==> src/design/tssm_pkg.sv <==
// Package for the two-stacks-in-one-memory block: item types, operation and status codes.
// Has no dependencies. Used by two_stacks_shared_memory.
package tssm_pkg;

   localparam int WORD_W = 32;

   localparam logic [2:0] OP_PUSH_ONE = 3'd0;
   localparam logic [2:0] OP_PUSH_TWO = 3'd1;
   localparam logic [2:0] OP_POP_ONE  = 3'd2;
   localparam logic [2:0] OP_POP_TWO  = 3'd3;
   localparam logic [2:0] OP_DUMP_ONE = 3'd4;
   localparam logic [2:0] OP_DUMP_TWO = 3'd5;

   localparam logic [1:0] STATUS_OK        = 2'd0;
   localparam logic [1:0] STATUS_OVERFLOW  = 2'd1;
   localparam logic [1:0] STATUS_UNDERFLOW = 2'd2;
   localparam logic [1:0] STATUS_EMPTY     = 2'd3;

   localparam logic signed [WORD_W-1:0] WORD_UNDERFLOW = -32'sd1;

   typedef struct packed {
      logic [2:0]               operation;
      logic signed [WORD_W-1:0] value;
   } req_type;

   typedef struct packed {
      logic [1:0]               status;
      logic signed [WORD_W-1:0] word;
      logic                     last;
   } rsp_type;

endpackage

==> src/design/tssm_ram.sv <==
// Generic single-port-write, single-port-read RAM with a registered read.
// No dependencies.
module tssm_ram #(
   parameter int WIDTH = 32,
   parameter int DEPTH = 64
) (
   input  logic                     clock,
   input  logic                     wr_en,
   input  logic [$clog2(DEPTH)-1:0] wr_addr,
   input  logic [WIDTH-1:0]         wr_data,
   input  logic                     rd_en,
   input  logic [$clog2(DEPTH)-1:0] rd_addr,
   output logic [WIDTH-1:0]         rd_data
);

   logic [WIDTH-1:0] mem_ff [DEPTH];
   logic [WIDTH-1:0] rd_data_ff;

   always_ff @(posedge clock) begin
      if (wr_en) begin
         mem_ff[wr_addr] <= wr_data;
      end
      if (rd_en) begin
         rd_data_ff <= mem_ff[rd_addr];
      end
   end

   assign rd_data = rd_data_ff;

endmodule

==> src/design/two_stacks_shared_memory.sv <==
// Top level: two stacks sharing one RAM, stack one growing up and stack two growing down.
// Depends on tssm_pkg and tssm_ram.
//
//   Port group   Dir   Handshake             Item
//   req_*        in    req_valid/req_stall   tssm_pkg::req_type (operation, value)
//   rsp_*        out   rsp_valid/rsp_stall   tssm_pkg::rsp_type (status, word, last)
//
// A push, a refused operation or an empty dump is answered in the cycle after it is taken.
// A pop reads the RAM, whose read is registered, then fills the output register when free.
// A dump reads one word per cycle from the RAM port while the output is not stalled. An
// item is taken only while no earlier item is still reading, and while the output register
// is empty or being emptied. Reset empties both stacks; the RAM contents are not cleared.
module two_stacks_shared_memory #(
   parameter int DEPTH = 64
) (
   input  logic              clock,
   input  logic              reset,
   input  logic              req_valid,
   output logic              req_stall,
   input  tssm_pkg::req_type req_data,
   output logic              rsp_valid,
   input  logic              rsp_stall,
   output tssm_pkg::rsp_type rsp_data
);

   import tssm_pkg::*;

   localparam int ADDR_W = $clog2(DEPTH);
   localparam int CNT_W  = $clog2(DEPTH + 1);
   localparam logic [CNT_W-1:0]  DEPTH_C = CNT_W'(DEPTH);
   localparam logic [ADDR_W-1:0] TOP_C   = ADDR_W'(DEPTH - 1);

   typedef enum logic [1:0] {
      ST_IDLE  = 2'b01,
      ST_FETCH = 2'b10
   } state_type;

   state_type         state_ff, state_in;
   logic [CNT_W-1:0]  count_low_ff, count_low_in;
   logic [CNT_W-1:0]  base_high_ff, base_high_in;
   logic [ADDR_W-1:0] cur_ff, cur_in;
   logic [ADDR_W-1:0] end_ff, end_in;
   logic              down_ff, down_in;
   logic              rsp_valid_ff, rsp_valid_in;
   rsp_type           rsp_data_ff, rsp_data_in;

   logic              wr_en;
   logic [ADDR_W-1:0] wr_addr;
   logic [WORD_W-1:0] wr_data;
   logic              rd_en;
   logic [ADDR_W-1:0] rd_addr;
   logic [WORD_W-1:0] rd_data;

   logic              out_free;
   logic              accept;
   logic              full;
   logic [CNT_W-1:0]  count_dec;
   logic [CNT_W-1:0]  base_dec;
   logic [ADDR_W-1:0] cur_next;

   tssm_ram #(
      .WIDTH (WORD_W),
      .DEPTH (DEPTH)
   ) u_ram (
      .clock   (clock),
      .wr_en   (wr_en),
      .wr_addr (wr_addr),
      .wr_data (wr_data),
      .rd_en   (rd_en),
      .rd_addr (rd_addr),
      .rd_data (rd_data)
   );

   assign out_free  = !rsp_valid_ff || !rsp_stall;
   assign req_stall = !((state_ff == ST_IDLE) && out_free);
   assign accept    = req_valid && !req_stall;
   assign full      = (count_low_ff == base_high_ff);
   assign count_dec = count_low_ff - 1'b1;
   assign base_dec  = base_high_ff - 1'b1;
   assign cur_next  = down_ff ? (cur_ff - 1'b1) : (cur_ff + 1'b1);

   always_comb begin
      state_in     = state_ff;
      count_low_in = count_low_ff;
      base_high_in = base_high_ff;
      cur_in       = cur_ff;
      end_in       = end_ff;
      down_in      = down_ff;
      rsp_valid_in = rsp_valid_ff && rsp_stall;
      rsp_data_in  = rsp_data_ff;
      wr_en        = 1'b0;
      wr_addr      = count_low_ff[ADDR_W-1:0];
      wr_data      = req_data.value;
      rd_en        = 1'b0;
      rd_addr      = cur_next;

      unique case (state_ff)
         ST_IDLE: begin
            if (accept) begin
               unique case (req_data.operation)
                  OP_PUSH_ONE: begin
                     rsp_valid_in = 1'b1;
                     rsp_data_in  = '{status: STATUS_OK, word: req_data.value, last: 1'b1};
                     if (full) begin
                        rsp_data_in.status = STATUS_OVERFLOW;
                     end else begin
                        wr_en        = 1'b1;
                        wr_addr      = count_low_ff[ADDR_W-1:0];
                        count_low_in = count_low_ff + 1'b1;
                     end
                  end
                  OP_PUSH_TWO: begin
                     rsp_valid_in = 1'b1;
                     rsp_data_in  = '{status: STATUS_OK, word: req_data.value, last: 1'b1};
                     if (full) begin
                        rsp_data_in.status = STATUS_OVERFLOW;
                     end else begin
                        wr_en        = 1'b1;
                        wr_addr      = base_dec[ADDR_W-1:0];
                        base_high_in = base_dec;
                     end
                  end
                  OP_POP_ONE: begin
                     if (count_low_ff == '0) begin
                        rsp_valid_in = 1'b1;
                        rsp_data_in  = '{status: STATUS_UNDERFLOW, word: WORD_UNDERFLOW,
                                         last: 1'b1};
                     end else begin
                        rd_en        = 1'b1;
                        rd_addr      = count_dec[ADDR_W-1:0];
                        count_low_in = count_dec;
                        cur_in       = count_dec[ADDR_W-1:0];
                        end_in       = count_dec[ADDR_W-1:0];
                        state_in     = ST_FETCH;
                     end
                  end
                  OP_POP_TWO: begin
                     if (base_high_ff == DEPTH_C) begin
                        rsp_valid_in = 1'b1;
                        rsp_data_in  = '{status: STATUS_UNDERFLOW, word: WORD_UNDERFLOW,
                                         last: 1'b1};
                     end else begin
                        rd_en        = 1'b1;
                        rd_addr      = base_high_ff[ADDR_W-1:0];
                        base_high_in = base_high_ff + 1'b1;
                        cur_in       = base_high_ff[ADDR_W-1:0];
                        end_in       = base_high_ff[ADDR_W-1:0];
                        state_in     = ST_FETCH;
                     end
                  end
                  OP_DUMP_ONE: begin
                     if (count_low_ff == '0) begin
                        rsp_valid_in = 1'b1;
                        rsp_data_in  = '{status: STATUS_EMPTY, word: '0, last: 1'b1};
                     end else begin
                        rd_en    = 1'b1;
                        rd_addr  = '0;
                        cur_in   = '0;
                        end_in   = count_dec[ADDR_W-1:0];
                        down_in  = 1'b0;
                        state_in = ST_FETCH;
                     end
                  end
                  OP_DUMP_TWO: begin
                     if (base_high_ff == DEPTH_C) begin
                        rsp_valid_in = 1'b1;
                        rsp_data_in  = '{status: STATUS_EMPTY, word: '0, last: 1'b1};
                     end else begin
                        rd_en    = 1'b1;
                        rd_addr  = TOP_C;
                        cur_in   = TOP_C;
                        end_in   = base_high_ff[ADDR_W-1:0];
                        down_in  = 1'b1;
                        state_in = ST_FETCH;
                     end
                  end
                  default: begin
                  end
               endcase
            end
         end
         ST_FETCH: begin
            if (out_free) begin
               rsp_valid_in = 1'b1;
               rsp_data_in  = '{status: STATUS_OK, word: rd_data, last: (cur_ff == end_ff)};
               if (cur_ff == end_ff) begin
                  state_in = ST_IDLE;
               end else begin
                  rd_en   = 1'b1;
                  rd_addr = cur_next;
                  cur_in  = cur_next;
               end
            end
         end
         default: begin
            state_in = ST_IDLE;
         end
      endcase
   end

   always_ff @(posedge clock) begin
      if (reset) begin
         state_ff     <= ST_IDLE;
         count_low_ff <= '0;
         base_high_ff <= DEPTH_C;
         rsp_valid_ff <= 1'b0;
      end else begin
         state_ff     <= state_in;
         count_low_ff <= count_low_in;
         base_high_ff <= base_high_in;
         rsp_valid_ff <= rsp_valid_in;
      end
      cur_ff      <= cur_in;
      end_ff      <= end_in;
      down_ff     <= down_in;
      rsp_data_ff <= rsp_data_in;
   end

   assign rsp_valid = rsp_valid_ff;
   assign rsp_data  = rsp_data_ff;

endmodule
==> config.mk <==
export PLATFORM = sky130hd
export DESIGN_NAME = two_stacks_shared_memory
export DESIGN_NICKNAME = d
export VERILOG_FILES = /design/src/design/tssm_pkg.sv /design/src/design/tssm_ram.sv /design/src/design/two_stacks_shared_memory.sv
export SDC_FILE = /design/constraint.sdc
export NUM_CORES = 2
export LEC_CHECK = 0
export ABC_AREA = 1
export BUFFER_PORTS_ARGS = -buffer_cell sky130_fd_sc_hd__buf_4
export CORE_ASPECT_RATIO = 2
export CORE_MARGIN = 2
export CORE_UTILIZATION = 45
export CTS_CLUSTER_SIZE = 24
export DETAILED_ROUTE_END_ITERATION = 8
export PLACE_DENSITY = 0.66
export RECOVER_POWER = 50
export SETUP_SLACK_MARGIN = 0.4
export SLEW_MARGIN = 20
export SYNTH_ARGS = -nofsm -noshare
export SYNTH_HDL_FRONTEND = slang
export SYNTH_SLANG_ARGS = --single-unit
==> constraint.sdc <==
create_clock -name clock -period 6.8 [get_ports clock]
set_clock_uncertainty 0.1 [all_clocks]
set_input_delay 1.36 -clock clock [delete_from_list [all_inputs] [get_ports clock]]
set_output_delay 1.36 -clock clock [all_outputs]
set_load 0.03 [all_outputs]
==> flow_summary.json <==
{
  "hold_class": "reg2reg",
  "synth-async-reset-ratio_pct": 0,
  "drt_iter0_drc": 7972,
  "dp_slack_ns": 1.517,
  "yosys_warnings": 0,
  "ios": 76,
  "cpPeakStageDelay_ns": 0.69,
  "failed_checks": "design-rule violations, max-capacitance violations, max-slew violations",
  "cts_tree": "done",
  "min_path_cells": 2,
  "post_cts_buffers": 0,
  "cp_num_buf_inv": 5,
  "synth_edf_count": 2128,
  "worst_slack_ns": 1.794,
  "rows": 239,
  "path_clk_slew_ns": 0.07,
  "postCtsHoldBufs": 0,
  "vdd_drop_max_mv": 0.7447,
  "grt_pass1_wl_um": 424700,
  "worstSetupStartpointType": "register",
  "wl_per_cell_um": 24.40,
  "max_clock_freq_mhz": 199.7,
  "syn_area_mm2": 0.09576,
  "critPathArrivalTime_ns": 5.49,
  "fin_nets": 8964,
  "clockBufferDepth": 4,
  "layout_commonest_cell": "edfxtp_1",
  "vias": 68370,
  "postRouteAntennaNets": 0,
  "slowest_stage": "inv_8",
  "rsz0062_at_grt": "false",
  "p_leak_nw": 42.07,
  "status": "complete, but fails checks",
  "grt-ovfl-total": 0,
  "fin_setup_tns_ns": 0,
  "vias_per_cell": 5.782,
  "slew_violations": 2069,
  "cp-end-kind": "register",
  "crit_chain": "clkinv_1 -> ha_1 -> xnor2_1 -> inv_1 -> nand3_1 -> nand3_4 -> inv_8 -> buf_4 -> buf_4 -> nand3_1 -> nand3_1 -> nand3_1 -> nand3_1 -> nand2_1",
  "setup_violations": 0,
  "hp-start": "count_low_ff[6]",
  "coreArea_mm2": 0.2117,
  "htreeDepth": 4,
  "syn_nets": 9123,
  "ctsResizeCount": 0,
  "grt_pass1_vias": 66320,
  "regToRegEndpoint": "u_ram.rd_data[9]",
  "grt_max_degree": 197,
  "fp.dieH_um": 656.4,
  "area_growth_pct": 9.826,
  "dr.pass1.iters": 8,
  "die_w_um": 330.2,
  "root_buffer": "clkbuf_16",
  "nFillCells": 18650,
  "drc_errors": 10,
  "crit_top_cell": "nand3_1",
  "syn_area_per_cell_um2": 10.56,
  "critPathMaxFanout": 95,
  "seq_area_frac_synth_pct": 67.09,
  "rrSetupSlack_ns": 1.79,
  "finalHoldViolCount": 0,
  "grt_usage_pct": 26.17,
  "synth-seq-cells": 2145,
  "post-route-period-util_pct": 73.62,
  "maxSlewHeadroom_pct": -164.5,
  "dp_hpwl_um": 167700,
  "initial_core_util_pct": 45.23,
  "io_buffers": 75,
  "syn_inst": 9072,
  "fin_crit_ns": 5.006,
  "critPathKind": "reg2reg",
  "place_congestion": 0.9097,
  "worstSkewPairLatency_ns": 0.85,
  "hold_path_end": "count_low_ff[6]",
  "drive_gt1_share_pct": 5.943,
  "cap_violations": 39,
  "synth_ff_type": "edfxtp_1",
  "layout_common_cells": "2128 x edfxtp_1, 1788 x inv_1, 1692 x nand3_1, 1467 x nand2_1, 708 x nand4_1",
  "power.density_mw_per_mm2": 423.4,
  "die_area_mm2": 0.2167,
  "reg2reg_depth": 14,
  "tightest_slew_ns": 3.968,
  "crit_required_ns": 7.28,
  "worst-path-stages": 14,
  "antenna_found_initial": 9,
  "r2r-start": "count_low_ff[0]",
  "numClockSinks": 2145,
  "cp_top_family": "buffers and inverters",
  "ys_types": 46,
  "cts_buffers": 183,
  "routed_wl_um": 288600
}
cells in the mapped netlist, types with 2 or more instances:
master	n	area (µm²)
a211oi_1	2	15.01
o22ai_1	4	25.02
nand3_2	4	40.04
dfxtp_1	17	340.3
nor3_1	9	45.04
a31oi_1	5	31.28
nor2_8	2	40.04
nor2_4	2	22.52
inv_2	6	22.52
clkinv_1	2	7.510
edfxtp_1	2128	63900
ha_1	11	137.6
xnor2_1	7	61.31
nor2_2	3	18.77
o21ai_0	58	290.3
nor2_1	123	461.7
o21ai_1	282	1411
buf_4	39	292.8
clkbuf_1	237	889.6
inv_1	1788	6711
buf_2	285	1426
nand2_1	1464	5495
buf_6	7	78.83
buf_1	52	195.2
nand4_1	708	4429
nand2_4	2	22.52
nand3_1	1693	8473
nand2_2	10	62.56
a21oi_1	58	290.3
xor2_1	16	140.1
o211ai_1	33	247.7
stage by stage:
stage / cells / power (mW) / hold slack [ns] / util [%] / area, µm²
floorplan: 9072 / 27.09 / 0.3601 / - / 95760
global placement: 11490 / 34.00 / 0.3915 / 47.05 / 99600
detailed placement: 11500 / 34.11 / 0.4109 / 47.11 / 99740
CTS: 11820 / 44.47 / 0.4215 / 49.83 / 105500
global route: 11830 / 46.31 / 0.4355 / 49.67 / 105200
finish: 11830 / 44.53 / 0.4228 / 49.67 / 105200
per-layer routing:
layer | vias to the layer above | routed length, µm | GRT usage, %
met5 | - | 44 | 0
met4 | 8 | 21680 | 17.49
met3 | 915 | 20730 | 3.312
met2 | 3428 | 146400 | 45.44
met1 | 33450 | 99660 | 29.96
li1 | 30570 | - | -
logic make-up after synthesis:
family | Yosys count | synth area share [%]
AOI/OAI and AO/OA | 452 | 2.501
xor gates and xnor gates | 23 | 0.2104
adders and majority gates | 12 | 0.1646
buffers and inverters | 2417 | 10.06
DFF | 2145 | 67.09
and+or+nand+nor | 4023 | 19.98
where the power goes:
group / internal [mW] / switching [mW]
clock: 5.71 / 4.77
combinational: 4.95 / 13.9
sequential: 15.0 / 0.173
registers in the layout, indices dropped and copies added, names as in the netlist:
| register | count |
|---|---|
| u_ram.mem_ff | 2048 |
| rsp_data | 35 |
| u_ram.rd_data | 32 |
| base_high_ff | 7 |
| count_low_ff | 7 |
| cur_ff | 6 |
| end_ff | 6 |
| state_ff | 2 |
| down_ff | 1 |
| rsp_valid | 1 |
worst min-delay path: cells and delay by family (launching register included):
kind                   cells  cell delay [ns]
buffers and inverters      1             0.09
DFF                        1             0.32
AOI/OAI and AO/OA          1             0.06
area by class of cell:
cell class / instances / area (µm²) / share of cell area, %
Tap cell: 2771 / 3467 / 3.297
Inverter: 1797 / 6759 / 6.427
Antenna cell: 2 / 5.005 / 0.004759
Multi-Input combinational cell: 4510 / 22440 / 21.34
Clock inverter: 106 / 996.0 / 0.9470
Clock buffer: 218 / 4753 / 4.520
Timing Repair Buffer: 276 / 2502 / 2.379
Sequential cell: 2145 / 64240 / 61.09
worst max path at each step:
stage / start / endpoint / slack [ns]
finish: count_low_ff[0] / u_ram.rd_data[9] / 1.79
global route: req_data[34] / u_ram.rd_data[14] / 1.54
CTS: count_low_ff[0] / u_ram.rd_data[9] / 1.91
detailed placement: req_data[33] / u_ram.rd_data[14] / 1.52
global placement: rsp_stall / u_ram.mem_ff[12][16] / 1.57
floorplan: rsp_stall / u_ram.mem_ff[54][0] / 1.31
No activity file was read; power rests on OpenSTA's default activity.
